File: src/sv/adcd_pkg.sv
`default_nettype none

package adcd_pkg;

    // Datagram layout (byte offsets)
    localparam logic [10:0] HEADER_BYTES  = 11'd18;
    localparam logic [10:0] MAX_FRAME     = 11'd530;
    localparam logic [10:0] POS_MAX       = 11'd2047;
    localparam logic [10:0] POS_OPC_LO    = 11'd8;
    localparam logic [10:0] POS_OPC_HI    = 11'd9;
    localparam logic [10:0] POS_LEN_HI    = 11'd16;
    localparam logic [10:0] POS_LEN_LO    = 11'd17;

    localparam logic [15:0] ARTDMX_OPCODE = 16'h5000;
    localparam logic [15:0] DMX_LEN_MIN   = 16'd2;

    localparam int CHANNEL_W = 9;
    localparam int LEVEL_W   = 8;

    // Store update request from the header parser
    typedef struct packed {
        logic                 hit;
        logic [CHANNEL_W-1:0] idx;
        logic [LEVEL_W-1:0]   level;
    } adcd_cand_t;

endpackage

`default_nettype wire

File: src/sv/adcd_ram.sv
`default_nettype none

// Simple dual-port RAM, registered read (read-first on same-address write).
module adcd_ram #(
    parameter int WIDTH = 8,
    parameter int DEPTH = 512
) (
    input  wire logic                                    clk,
    input  wire logic                                    wr_en,
    input  wire logic [(DEPTH > 1 ? $clog2(DEPTH) : 1)-1:0] wr_addr,
    input  wire logic [WIDTH-1:0]                        wr_data,
    input  wire logic                                    rd_en,
    input  wire logic [(DEPTH > 1 ? $clog2(DEPTH) : 1)-1:0] rd_addr,
    output logic      [WIDTH-1:0]                        rd_data
);

    logic [WIDTH-1:0] mem [DEPTH];

    always_ff @(posedge clk)
    begin
        if (wr_en)
        begin
            mem[wr_addr] <= wr_data;
        end
        if (rd_en)
        begin
            rd_data <= mem[rd_addr];
        end
    end

endmodule

`default_nettype wire

File: src/sv/adcd_update.sv
`default_nettype none

// Read-compare-write of the channel store, output register, clear sweep.
module adcd_update #(
    parameter int CHANNELS = 512
) (
    input  wire logic                  clk,
    input  wire logic                  rst_n,
    input  wire logic                  accept,
    input  wire adcd_pkg::adcd_cand_t  cand,
    output logic                       in_ready,
    output logic                       out_valid,
    input  wire logic                  out_ready,
    output logic [adcd_pkg::CHANNEL_W-1:0] out_channel,
    output logic [adcd_pkg::LEVEL_W-1:0]   out_level
);

    localparam int ADDR_W = (CHANNELS > 1) ? $clog2(CHANNELS) : 1;

    logic                           clr_active_reg, clr_active_next;
    logic [ADDR_W-1:0]              clr_addr_reg,   clr_addr_next;
    logic                           s1_valid_reg,   s1_valid_next;
    logic [adcd_pkg::CHANNEL_W-1:0] s1_idx_reg;
    logic [adcd_pkg::LEVEL_W-1:0]   s1_level_reg;
    logic                           fwd_hit_reg;
    logic [adcd_pkg::LEVEL_W-1:0]   fwd_level_reg;
    logic                           out_valid_reg,  out_valid_next;
    logic [adcd_pkg::CHANNEL_W-1:0] out_channel_reg;
    logic [adcd_pkg::LEVEL_W-1:0]   out_level_reg;

    logic [adcd_pkg::LEVEL_W-1:0]   rd_data;
    logic [adcd_pkg::LEVEL_W-1:0]   stored;
    logic                           change;
    logic                           s1_fire;
    logic                           wr_en;
    logic [ADDR_W-1:0]              wr_addr;
    logic [adcd_pkg::LEVEL_W-1:0]   wr_data;
    logic                           rd_en;

    always_comb
    begin
        stored   = fwd_hit_reg ? fwd_level_reg : rd_data;
        change   = s1_valid_reg && (stored != s1_level_reg);
        s1_fire  = s1_valid_reg && (!change || !out_valid_reg || out_ready);
        in_ready = !clr_active_reg && (!s1_valid_reg || s1_fire);
        rd_en    = accept && cand.hit;

        if (clr_active_reg)
        begin
            wr_en   = 1'b1;
            wr_addr = clr_addr_reg;
            wr_data = '0;
        end
        else
        begin
            wr_en   = s1_fire && change;
            wr_addr = s1_idx_reg[ADDR_W-1:0];
            wr_data = s1_level_reg;
        end

        clr_active_next = clr_active_reg;
        clr_addr_next   = clr_addr_reg;
        if (clr_active_reg)
        begin
            if (clr_addr_reg == ADDR_W'(CHANNELS - 1))
            begin
                clr_active_next = 1'b0;
            end
            else
            begin
                clr_addr_next = clr_addr_reg + ADDR_W'(1);
            end
        end

        if (accept)
        begin
            s1_valid_next = cand.hit;
        end
        else if (s1_fire)
        begin
            s1_valid_next = 1'b0;
        end
        else
        begin
            s1_valid_next = s1_valid_reg;
        end

        if (s1_fire && change)
        begin
            out_valid_next = 1'b1;
        end
        else if (out_ready)
        begin
            out_valid_next = 1'b0;
        end
        else
        begin
            out_valid_next = out_valid_reg;
        end
    end

    adcd_ram #(
        .WIDTH (adcd_pkg::LEVEL_W),
        .DEPTH (CHANNELS)
    ) u_store (
        .clk     (clk),
        .wr_en   (wr_en),
        .wr_addr (wr_addr),
        .wr_data (wr_data),
        .rd_en   (rd_en),
        .rd_addr (cand.idx[ADDR_W-1:0]),
        .rd_data (rd_data)
    );

    always_ff @(posedge clk or negedge rst_n)
    begin
        if (!rst_n)
        begin
            clr_active_reg <= 1'b1;
            clr_addr_reg   <= '0;
            s1_valid_reg   <= 1'b0;
            out_valid_reg  <= 1'b0;
        end
        else
        begin
            clr_active_reg <= clr_active_next;
            clr_addr_reg   <= clr_addr_next;
            s1_valid_reg   <= s1_valid_next;
            out_valid_reg  <= out_valid_next;
        end
    end

    // Payload; write-back in flight to the same entry is forwarded
    always_ff @(posedge clk)
    begin
        if (accept)
        begin
            s1_idx_reg    <= cand.idx;
            s1_level_reg  <= cand.level;
            fwd_hit_reg   <= s1_fire && change && (s1_idx_reg == cand.idx);
            fwd_level_reg <= s1_level_reg;
        end
        if (s1_fire && change)
        begin
            out_channel_reg <= s1_idx_reg;
            out_level_reg   <= s1_level_reg;
        end
    end

    assign out_valid   = out_valid_reg;
    assign out_channel = out_channel_reg;
    assign out_level   = out_level_reg;

endmodule

`default_nettype wire

File: config.mk
export PLATFORM = sky130hd
export DESIGN_NAME = adcd_update
export DESIGN_NICKNAME = d
export VERILOG_FILES = /design/src/sv/adcd_pkg.sv /design/src/sv/adcd_ram.sv /design/src/sv/adcd_update.sv
export SDC_FILE = /design/constraint.sdc
export NUM_CORES = 2
export LEC_CHECK = 0
export ABC_CLOCK_PERIOD_IN_PS = 38800
export BUFFER_PORTS_ARGS = -buffer_cell sky130_fd_sc_hd__buf_2
export CAP_MARGIN = 20
export CORE_MARGIN = 5
export CORE_UTILIZATION = 50
export DETAILED_ROUTE_END_ITERATION = 16
export PLACE_DENSITY = 0.65
export SLEW_MARGIN = 20
export SYNTH_ARGS = -nofsm -noshare
export SYNTH_HDL_FRONTEND = slang
export SYNTH_SLANG_ARGS = --single-unit
File: constraint.sdc
create_clock -name clk -period 38.8 [get_ports clk]
set_input_delay 7.76 -clock clk [delete_from_list [all_inputs] [get_ports clk]]
set_output_delay 7.76 -clock clk [all_outputs]
set_load 0.03 [all_outputs]
==> metrics.txt <==
fmax 61.7 MHz; RSZ-0062 raised after global routing false; Port Buffers 40; cts hold-fix bufs 0; power per cell area 51.8 mW/mm^2; cts repair resizes 0; WL final 429 mm; GRT Util Overall 24.9%; worst r2r src fwd_hit_reg$_DFFE_PP_; Setup Viol. Count Final 0; worst hold-check path type flop to flop; area leader, netlist edfxtp_1; max-cap violations 0; vias in the first global route 82,400; Root Driver clkbuf_16; Worst setup SP type primary input; Net count, final 8,378; status complete, no violations; fin crit period 16,210 ps; number of synthesized register bits 4,159; Syn Area/Cell 19.8 sq um; Netlist cell types 71; I/O pin cnt 41; top post-synthesis cells by area edfxtp_1 76%, mux4_2 9.7%, mux2i_1 4.4%; clk_lat worst skew 970 ps; post-synthesis net count 8,273; DP Worst Slack 22,580 ps; warnings from Yosys 0; Synth async-reset ratio 0.289%; antenna violations before repair 23; Max Buffers Root-to-Sink 4; # clock sinks 4,159; largest net degree at the start of global routing 216; Least-Margin Pin Slew 1230 ps; fraction of layout cells with a size suffix above 1 18.0%; max reg flops 4,096; CTS tree done; top cells by count, synth 4,147 x edfxtp_1, 711 x mux2i_1, 702 x mux4_2, 574 x nor2_1, 254 x o221ai_1; DIE AREA 0.338 sq mm; Core Region 0.325 sq mm; starting density of the core 50.2%; Placed Cells 12,300; worst-case vdd ir drop 45.5 uV; Hold Crit Start clr_addr_reg[6]$_DFFE_PN0P_; Fin Clk Skew 65.1 ps; number of synthesized flops with an enable pin 4,147; Die X 581 microns; Num CTS Buffers 410; most flop-heavy register u_store.mem; clock slew at reported path FFs 60 ps; CP startpoint out_ready; fin crit share 41.8%; Final Hold Vio Count 0; ANT nets after route 0; most common cell in the netlist edfxtp_1; routability cong. 0.875; post-synthesis sequential area ratio 76.6%; synthesized area 0.163 sq mm; H-tree depth 5; Layout fillers 24,100; post-synth top area share 76.4%; Vias/cell 6.44; Vias 83,900; Synth Instances 8,249; Sum Neg Setup Slack 0 ps; worst-path fanout max 4; GR Overflow Total 0; WP data arrival 8450 ps; DP HPWL 257 mm; die height 581 microns; Non-Filler Instances 13,000; Core Rows 209; final worst slack 22,590 ps; CP required 31,040 ps; CP endpoint kind output port; Synth Flop Type edfxtp_1; Leak 56.6 nW; DRC 0; first-pass GRT wire length 609 mm; Initial DRC Count 11,400; Hold Slack 534 ps; Post-CTS Setup Bufs 0; wire per inst 33.0 microns; synth-to-layout area growth 10.8%; TritonRoute pass-1 iters 8; Max-slew headroom 17.0%; kind of critical path primary input to output port; Final Slew Violations 0
==> critical path: stages <==
cell	delay, ps
buf_2	110
nor2b_1	240
a21oi_1	110
buf_2	230
==> per-stage QoR <==
step           utilization, %  area, sq um  power (W)
2_1_floorplan               -       163000    0.00544
4_1_cts                  55.6       180000    0.00939
3_5_place_dp             51.6       167000    0.00557
5_1_grt                  55.6       181000    0.00961
6_report                 55.6       181000    0.00936
3_3_place_gp             51.5       167000    0.00556
==> logic make-up after synthesis <==
family	count (synthesis)	share of synthesized area, %
buf+inv	528	1.93
mux	1433	14.2
flops	4159	76.6
simple gates	1190	3.30
fa+ha+maj	2	0.0154
xor+xnor	24	0.129
compound gates	913	3.84
==> layer usage <==
layer	track usage, %	vias up	part of all wire [%]
met5	0	-	0.0079
met2	38.8	4500	47
li1	-	34400	-
met4	9.37	6	4.1
met1	35.4	44300	39
met3	4.93	746	9.8
==> layout make-up <==
cell class | count | area (sq um) | share of cell area [%]
sequential | 4159 | 125000 | 69.1
clock inverter | 246 | 2420 | 1.34
inverter | 12 | 57.6 | 0.0319
tap | 4325 | 5410 | 3.00
antenna | 11 | 27.5 | 0.0152
timing repair buffer | 209 | 1810 | 1.00
multi-input combinational | 3562 | 35300 | 19.6
clock buffer | 504 | 10700 | 5.91
==> path summary, 6_finish.rpt <==
| kind | slack [ps] | to | depth (start not counted) |
|---|---|---|---|
| max | 22590 | in_ready | 4 |
| min | 530 | clr_addr_reg[6]$_DFFE_PN0P_ | 1 |
| max reg2reg | 33510 | u_store.mem[250][1]$_DFFE_PP_ | 9 |
| min reg2reg | 530 | clr_addr_reg[6]$_DFFE_PN0P_ | 1 |
| max in group asynchronous | 31780 | clr_active_reg$_DFF_PN1_ | 1 |
| min in group asynchronous | 6690 | s1_valid_reg$_DFFE_PN0P_ | 1 |
==> power breakdown <==
| part | total, W | switching (W) | internal, W |
|---|---|---|---|
| Sequential | 0.00499 | 0.00000544 | 0.00499 |
| Clock | 0.00388 | 0.00169 | 0.00219 |
| Combinational | 0.000483 | 0.000346 | 0.000137 |
| Total | 0.00936 | 0.00204 | 0.00731 |
==> cells in the final DEF (no fill, tap or decap), drive strengths merged, types with 18 or more instances in the layout <==
cell type,n
a211oi,40
a21oi,167
and2,20
buf,207
bufinv,34
clkbuf,506
clkinv,195
edfxtp,4147
inv,20
mux2,20
mux2i,711
mux4,702
nand2,192
nand2b,48
nand3,64
nand4,47
nor2,574
nor3,127
nor4,56
o21ai,130
o221ai,259
o22ai,230
o31ai,23
xnor2,18
Power figures use the tool's default switching activity.
