<file path="config.mk">
export PLATFORM = sky130hd
export DESIGN_NAME = adcd_parse
export DESIGN_NICKNAME = d
export VERILOG_FILES = /design/src/sv/adcd_pkg.sv /design/src/sv/adcd_parse.sv
export SDC_FILE = /design/constraint.sdc
export NUM_CORES = 1
export LEC_CHECK = 0
export BUFFER_PORTS_ARGS = -buffer_cell sky130_fd_sc_hd__buf_2
export CAP_MARGIN = 20
export CORE_MARGIN = 3
export CORE_UTILIZATION = 25
export DETAILED_ROUTE_END_ITERATION = 8
export PLACE_DENSITY = 0.43
export REMOVE_ABC_BUFFERS = 1
export SETUP_SLACK_MARGIN = 0.15
export SLEW_MARGIN = 5
export SYNTH_ARGS = -nofsm -noshare
export SYNTH_HDL_FRONTEND = slang
export SYNTH_SLANG_ARGS = --single-unit
</file>
<file path="constraint.sdc">
create_clock -name clk -period 4.1 [get_ports clk]
set_input_delay 0.41 -clock clk [delete_from_list [all_inputs] [get_ports clk]]
set_output_delay 0.41 -clock clk [all_outputs]
set_load 0.005 [all_outputs]
</file>
<file path="src/sv/adcd_pkg.sv">
`default_nettype none

package adcd_pkg;

    // Datagram layout (byte offsets)
    localparam logic [10:0] HEADER_BYTES  = 11'd18;
    localparam logic [10:0] MAX_FRAME     = 11'd530;
    localparam logic [10:0] POS_MAX       = 11'd2047;
    localparam logic [10:0] POS_OPC_LO    = 11'd8;
    localparam logic [10:0] POS_OPC_HI    = 11'd9;
    localparam logic [10:0] POS_LEN_HI    = 11'd16;
    localparam logic [10:0] POS_LEN_LO    = 11'd17;

    localparam logic [15:0] ARTDMX_OPCODE = 16'h5000;
    localparam logic [15:0] DMX_LEN_MIN   = 16'd2;

    localparam int CHANNEL_W = 9;
    localparam int LEVEL_W   = 8;

    // Store update request from the header parser
    typedef struct packed {
        logic                 hit;
        logic [CHANNEL_W-1:0] idx;
        logic [LEVEL_W-1:0]   level;
    } adcd_cand_t;

endpackage

`default_nettype wire

</file>
<file path="src/sv/adcd_parse.sv">
`default_nettype none

// Header tracker: byte position, opcode, DMX length, frame accept flag.
module adcd_parse #(
    parameter int CHANNELS = 512
) (
    input  wire logic               clk,
    input  wire logic               rst_n,
    input  wire logic               accept,
    input  wire logic [7:0]         data_byte,
    input  wire logic               first_byte,
    input  wire logic [10:0]        frame_length,
    output adcd_pkg::adcd_cand_t    cand
);

    logic [10:0] pos_reg,  pos_next;
    logic [7:0]  opl_reg,  opl_next;
    logic [15:0] dlen_reg, dlen_next;
    logic        acc_reg,  acc_next;

    logic [10:0] pos;
    logic [7:0]  opl_cur;
    logic [15:0] dlen_cur;
    logic        acc_cur;
    logic [10:0] idx_full;
    logic [10:0] flen_lim;
    logic        in_data;
    logic [15:0] dlen_low;

    always_comb
    begin
        pos      = first_byte ? 11'd0 : pos_reg;
        opl_cur  = first_byte ? 8'd0  : opl_reg;
        dlen_cur = first_byte ? 16'd0 : dlen_reg;
        acc_cur  = first_byte ? 1'b0  : acc_reg;

        idx_full = pos - adcd_pkg::HEADER_BYTES;
        flen_lim = frame_length - adcd_pkg::HEADER_BYTES;
        dlen_low = {dlen_cur[15:8], data_byte};

        opl_next  = opl_cur;
        dlen_next = dlen_cur;
        acc_next  = acc_cur;
        in_data   = 1'b0;

        case (pos)
            adcd_pkg::POS_OPC_LO: opl_next = data_byte;
            adcd_pkg::POS_OPC_HI: acc_next = ({data_byte, opl_cur} == adcd_pkg::ARTDMX_OPCODE);
            adcd_pkg::POS_LEN_HI: dlen_next = {data_byte, 8'd0};
            adcd_pkg::POS_LEN_LO:
            begin
                dlen_next = dlen_low;
                if (dlen_low < adcd_pkg::DMX_LEN_MIN)
                begin
                    acc_next = 1'b0;
                end
            end
            default:
            begin
                in_data = (pos >= adcd_pkg::HEADER_BYTES) && acc_cur
                       && (frame_length <= adcd_pkg::MAX_FRAME)
                       && (frame_length > adcd_pkg::HEADER_BYTES);
            end
        endcase

        pos_next = (pos < adcd_pkg::POS_MAX) ? pos + 11'd1 : adcd_pkg::POS_MAX;

        cand.hit   = in_data && (idx_full < flen_lim)
                  && ({5'd0, idx_full} < dlen_cur)
                  && (idx_full < 11'(CHANNELS));
        cand.idx   = idx_full[adcd_pkg::CHANNEL_W-1:0];
        cand.level = data_byte;
    end

    always_ff @(posedge clk or negedge rst_n)
    begin
        if (!rst_n)
        begin
            pos_reg  <= '0;
            opl_reg  <= '0;
            dlen_reg <= '0;
            acc_reg  <= 1'b0;
        end
        else if (accept)
        begin
            pos_reg  <= pos_next;
            opl_reg  <= opl_next;
            dlen_reg <= dlen_next;
            acc_reg  <= acc_next;
        end
    end

endmodule

`default_nettype wire

</file>
==> reports/qor.yml, run 1 <==
whs_ns: 0.218
first_pass_iters: 5
slew_headroom_pct: 43.2
status: "finished clean"
largest_reg_flops: 16
utilization_pct: 29.8
rsz0062_at_grt: "false"
place_area_um2: 2950
critPathMaxFanout: 10
ys.flop_type: "dfrtp_1"
cts_hold_buf: 0
cp.arrival_ns: 3.39
synthAdderAreaFrac_pct: 12.1
multi_input_area_um2: 1620
critPathKind: "reg2out"
synth_compound_area_share_pct: 22.3
async_flop_share_pct: 100
clk_pin_slew_ns: 0.08
yosys.area_share.simple_pct: 21.5
wl_per_cell_um: 16.4
netlist_top_cells_area: "dfrtp_1, ha_1, a22o_1"
crit_required_ns: 3.69
finClkSkew_ns: 0.00536
dieArea_um2: 12000
place.gp.congestion: 0.820
period_share_pct: 92.7
hold_viol: 0
fin_ws_ns: 0.301
powerDensity_nw_per_um2: 288
tightest_slew_ns: 0.851
dieWidth_um: 110
period_needed_ns: 3.80
placedCellCount: 457
syn_area_um2: 2690
cts_tree: "yes"
synth_mux_area_share_pct: 0.419
dr_total_vias: 2378
p_leak_nw: 1.39
synth_top_family_by_area: "compound AO/OA/AOI/OAI gates"
initial_core_util_pct: 25.9
drc_errors: 0
fp-row-count: 37
syn_avg_cell_area_um2: 8.87
drt_iter0_drc: 209
final_cell_mix: "buf_2, dfrtp_1, nand2_1"
max_freq_mhz: 263
startpoint_type: "register"
dieHeight_um: 110
area_growth_pct: 14.9
core_area_um2: 10400
num-fill-cells: 1111
dp_hpwl_um: 5680
grt_pass1_vias: 2292
synth_seq_area_share_pct: 33.5
ys.warnings.count: 0
ir_drop_mv: 0.169
antenna_found_initial: 0
synth_xor_area_share_pct: 3.58
synth_top_area_share_pct: 33.5
port_buffers: 40
grt_first_pass_wirelength_um: 12100
cts_num_sinks: 36
cts_made_buffers: 5
clk_latency_ns: 0.30
io_pins: 41
dp_slack_ns: 0.606
ant_nets: 0
root_buffer: "clkbuf_8"
ys_ff_latch: 36
final_area_um2: 3090
drt_wl_total_um: 7700
register_area_um2: 903
power.total_mw: 0.889
synth_cell_types: 49
cts_htree_levels: 2
cp-end-kind: "output pin"
final_common_cell: "buf_2"
grt-ovfl-total: 0
antenna_cells: 0
num-nets-final: 380
cap_violations: 0
grt_util_all_layers_pct: 13.0
slew_violations: 0
synth_edf_count: 0
cts_buffer_depth: 2
via_per_inst: 5.08
grt_max_degree: 37
tns_ns: 0
hold_class: "in2async"
synth_area_leader_cell: "dfrtp_1"
final_cells: 468
setup_violations: 0
drive_gt1_share_pct: 18.1
syn_inst: 303
## synthesized netlist by cell type (5+ instances only)
library cell	instances
nor2_1	18
nand2b_1	5
xor2_1	5
o21ai_0	15
nor4_1	7
nor3_1	6
clkbuf_1	15
nand3_1	8
a31oi_1	7
a21oi_1	14
buf_4	8
xnor2_1	6
inv_1	13
nand2_1	29
a22o_1	27
ha_1	26
dfrtp_1	36
## path summary, 6_finish.rpt
check | start | end | slack, ns | cells after the start
setup / recovery | pos_reg[2] | cand[17] | 0.30 | 12
hold / removal | rst_n | dlen_reg[11] | 0.22 | 1
hold reg to reg | dlen_reg[12] | dlen_reg[12] | 0.51 | 1
min in group clk | data_byte[2] | dlen_reg[2] | 0.40 | 2
setup reg to reg | pos_reg[1] | pos_reg[2] | 1.79 | 8
max in group asynchronous | rst_n | pos_reg[2] | 3.30 | 1
## cell type report
| cell class | instances | share of cell area, % |
|---|---|---|
| Tap cell | 136 | 5.51 |
| Inverter | 13 | 1.58 |
| Sequential cell | 36 | 29.2 |
| Timing Repair Buffer | 45 | 7.70 |
| Clock inverter | 3 | 1.38 |
| Clock buffer | 5 | 2.23 |
| Multi-Input combinational cell | 230 | 52.4 |
## repair_timing
item                                    in CTS  in global routing
hold endpoints to repair                     0                  0
endpoints found under the setup margin       0                  1
gates resized for setup                      0                  3
setup buffers                                0                  3
## report_power, final
group          switching (mW)  internal (mW)  total (mW)
Sequential             0.0107          0.361       0.372
Clock                   0.147          0.180       0.327
Combinational           0.116         0.0742       0.190
## kinds of logic (layout without fill, tap and decap cells)
family,Yosys count,count (layout)
DFF,36,36
AOI/OAI and AO/OA,85,85
and+or+nand+nor,107,107
muxes,1,1
buffers and inverters,37,66
adders and majority gates,26,26
xor gates and xnor gates,11,11
## critical path, stage by stage, from the launching register on
cell,delay (ns)
dfrtp_2,0.47
or3_1,0.40
and2_1,0.19
or3_1,0.36
o21ai_0,0.16
nand3_1,0.14
ha_1,0.35
a21oi_1,0.16
nor2b_1,0.06
o21ai_0,0.16
o2111ai_1,0.16
nor4_2,0.33
buf_2,0.16
## routing by layer
layer  share of wire, %  global-route usage, %  routed length [um]  vias up
li1                   -                      -                   -     1172
met1                 48                   18.2                3670     1145
met2                 47                   21.3                3580       55
met3                4.7                   1.64                 363        6
met4                1.1                   3.21                  84        0
met5                  0                      0                   0        -
(Power assumes the default switching activity.)
==> run 2: changes to the inputs <==
--- a/config.mk
+++ b/config.mk
@@ -7,6 +7,7 @@
 export LEC_CHECK = 0
 export BUFFER_PORTS_ARGS = -buffer_cell sky130_fd_sc_hd__buf_2
 export CAP_MARGIN = 20
+export CORE_ASPECT_RATIO = 0.8
 export CORE_MARGIN = 3
 export CORE_UTILIZATION = 25
 export DETAILED_ROUTE_END_ITERATION = 8
==> reports/qor.yml, run 2 (synthesized netlist as in run 1, its figures left out) <==
critPathKind: "reg2out"  # unchanged
initial_core_util_pct: 25.9  # about the same
ir_drop_mv: 0.126  # was 0.169 mV
dieArea_um2: 12000  # about the same
cts_hold_buf: 0  # unchanged
slew_headroom_pct: 43.1  # was 43.2%
cts_tree: "yes"  # unchanged
io_pins: 41  # unchanged
period_share_pct: 89.4  # was 92.7%
clk_latency_ns: 0.28  # was 0.30 ns
tns_ns: 0  # unchanged
finClkSkew_ns: 0.00812  # was 0.00536 ns
via_per_inst: 5.01  # was 5.08
period_needed_ns: 3.67  # was 3.80 ns
antenna_cells: 0  # unchanged
powerDensity_nw_per_um2: 319  # was 288 nW/um2
dr_total_vias: 2356  # was 2378
area_growth_pct: 16.6  # was 14.9%
rsz0062_at_grt: "false"  # unchanged
reg2reg_depth: 8  # unchanged
grt_pass1_vias: 2290  # was 2292
drt_iter0_drc: 153  # was 209
cp.arrival_ns: 3.26  # was 3.39 ns
tightest_slew_ns: 0.853  # was 0.851 ns
p_leak_nw: 1.41  # was 1.39 nW
slew_violations: 0  # unchanged
whs_ns: 0.234  # was 0.218 ns
status: "finished clean"  # unchanged
ant_nets: 0  # unchanged
first_pass_iters: 4  # was 5
hold_class: "in2async"  # unchanged
grt-ovfl-total: 0  # unchanged
drt_wl_total_um: 7600  # was 7700 um
place_area_um2: 2960  # was 2950 um2
cts_htree_levels: 2  # unchanged
cts.repair.resized: 0  # unchanged
critPathMaxFanout: 11  # was 10
num-nets-final: 378  # was 380
dp_hpwl_um: 5780  # was 5680 um
setup_violations: 0  # unchanged
place.gp.congestion: 0.826  # was 0.820
grt_first_pass_wirelength_um: 12400  # was 12100 um
utilization_pct: 30.3  # was 29.8%
drive_gt1_share_pct: 17.6  # was 18.1%
cap_violations: 0  # unchanged
max_freq_mhz: 273  # was 263 MHz
hold_viol: 0  # unchanged
final_common_cell: "buf_2"  # unchanged
largest_reg_flops: 16  # unchanged
cp-end-kind: "output pin"  # unchanged
antenna_found_initial: 0  # unchanged
fp-row-count: 33  # was 37
cts_made_buffers: 5  # unchanged
wl_per_cell_um: 16.2  # was 16.4 um
grt_max_degree: 37  # unchanged
final_cell_mix: "buf_2, dfrtp_1, nand2_1"  # unchanged
port_buffers: 40  # unchanged
cts_num_sinks: 36  # unchanged
drc_errors: 0  # unchanged
root_buffer: "clkbuf_16"  # was clkbuf_8
grt_util_all_layers_pct: 12.8  # was 13.0%
crit_required_ns: 3.69  # about the same
final_area_um2: 3140  # was 3090 um2
clk_pin_slew_ns: 0.06  # was 0.08 ns
dieWidth_um: 122  # was 110 um
cts_buffer_depth: 2  # unchanged
dieHeight_um: 98.8  # was 110 um
post-cts-setup-buffers: 0  # unchanged
power.total_mw: 1.00  # was 0.889 mW
startpoint_type: "register"  # unchanged
core_area_um2: 10400  # about the same
## run 2: worst paths after layout
| path | startpoint | endpoint | slack [ns] |
|---|---|---|---|
| worst max-delay path | pos_reg[3] | cand[17] | 0.43 |
| worst min-delay path | rst_n | dlen_reg[11] | 0.23 |
| worst max register to register | pos_reg[1] | pos_reg[2] | 1.74 |
| worst min register to register | dlen_reg[0] | dlen_reg[0] | 0.50 |
| max in group asynchronous | rst_n | pos_reg[2] | 3.27 |
| min in group clk | data_byte[2] | dlen_reg[10] | 0.43 |
## run 2: metrics by stage
stage	setup slack, ns	instances
2_1_floorplan	0.932	279
3_3_place_gp	0.636	462
3_5_place_dp	0.555	462
4_1_cts	0.246	470
5_1_grt	0.219	470
6_report	0.434	470
## run 2: final cells by class
class / instances / area (um2)
clock buffer: 5 / 125
clock inverter: 3 / 42.5
fill: 1086 / 7230
inverter: 13 / 48.8
multi-input combinational: 230 / 1620
sequential: 36 / 903
tap: 140 / 175
timing repair buffer: 43 / 223
## run 2: per-layer routing
layer / share of wire, % / wire (um) / vias up / global-route usage, %
met3: 5.2 / 392 / 5 / 2.35
met4: 0.67 / 51 / 0 / 2.50
li1: - / - / 1171 / -
met5: 0 / 0 / - / 0
met1: 54 / 4100 / 1126 / 20.3
met2: 40 / 3060 / 54 / 17.9
## run 2: critical path, cell delays in order, from the launching register on
cell and delay [ns]:
dfrtp_2 0.46, or3_1 0.42, and2_1 0.19, or3_1 0.36, xor2_1 0.15, nand2_1 0.13
ha_1 0.34, a21boi_0 0.14, o21bai_1 0.15, a31oi_1 0.14, nor4_2 0.33, buf_2 0.16
## run 2: power by group
| group | switching (mW) | leakage, nW | internal, mW |
|---|---|---|---|
| registers | 0.0104 | 0.491 | 0.362 |
| logic | 0.117 | 0.835 | 0.0744 |
| clock network | 0.151 | 0.0798 | 0.285 |
| total | 0.278 | 1.41 | 0.721 |
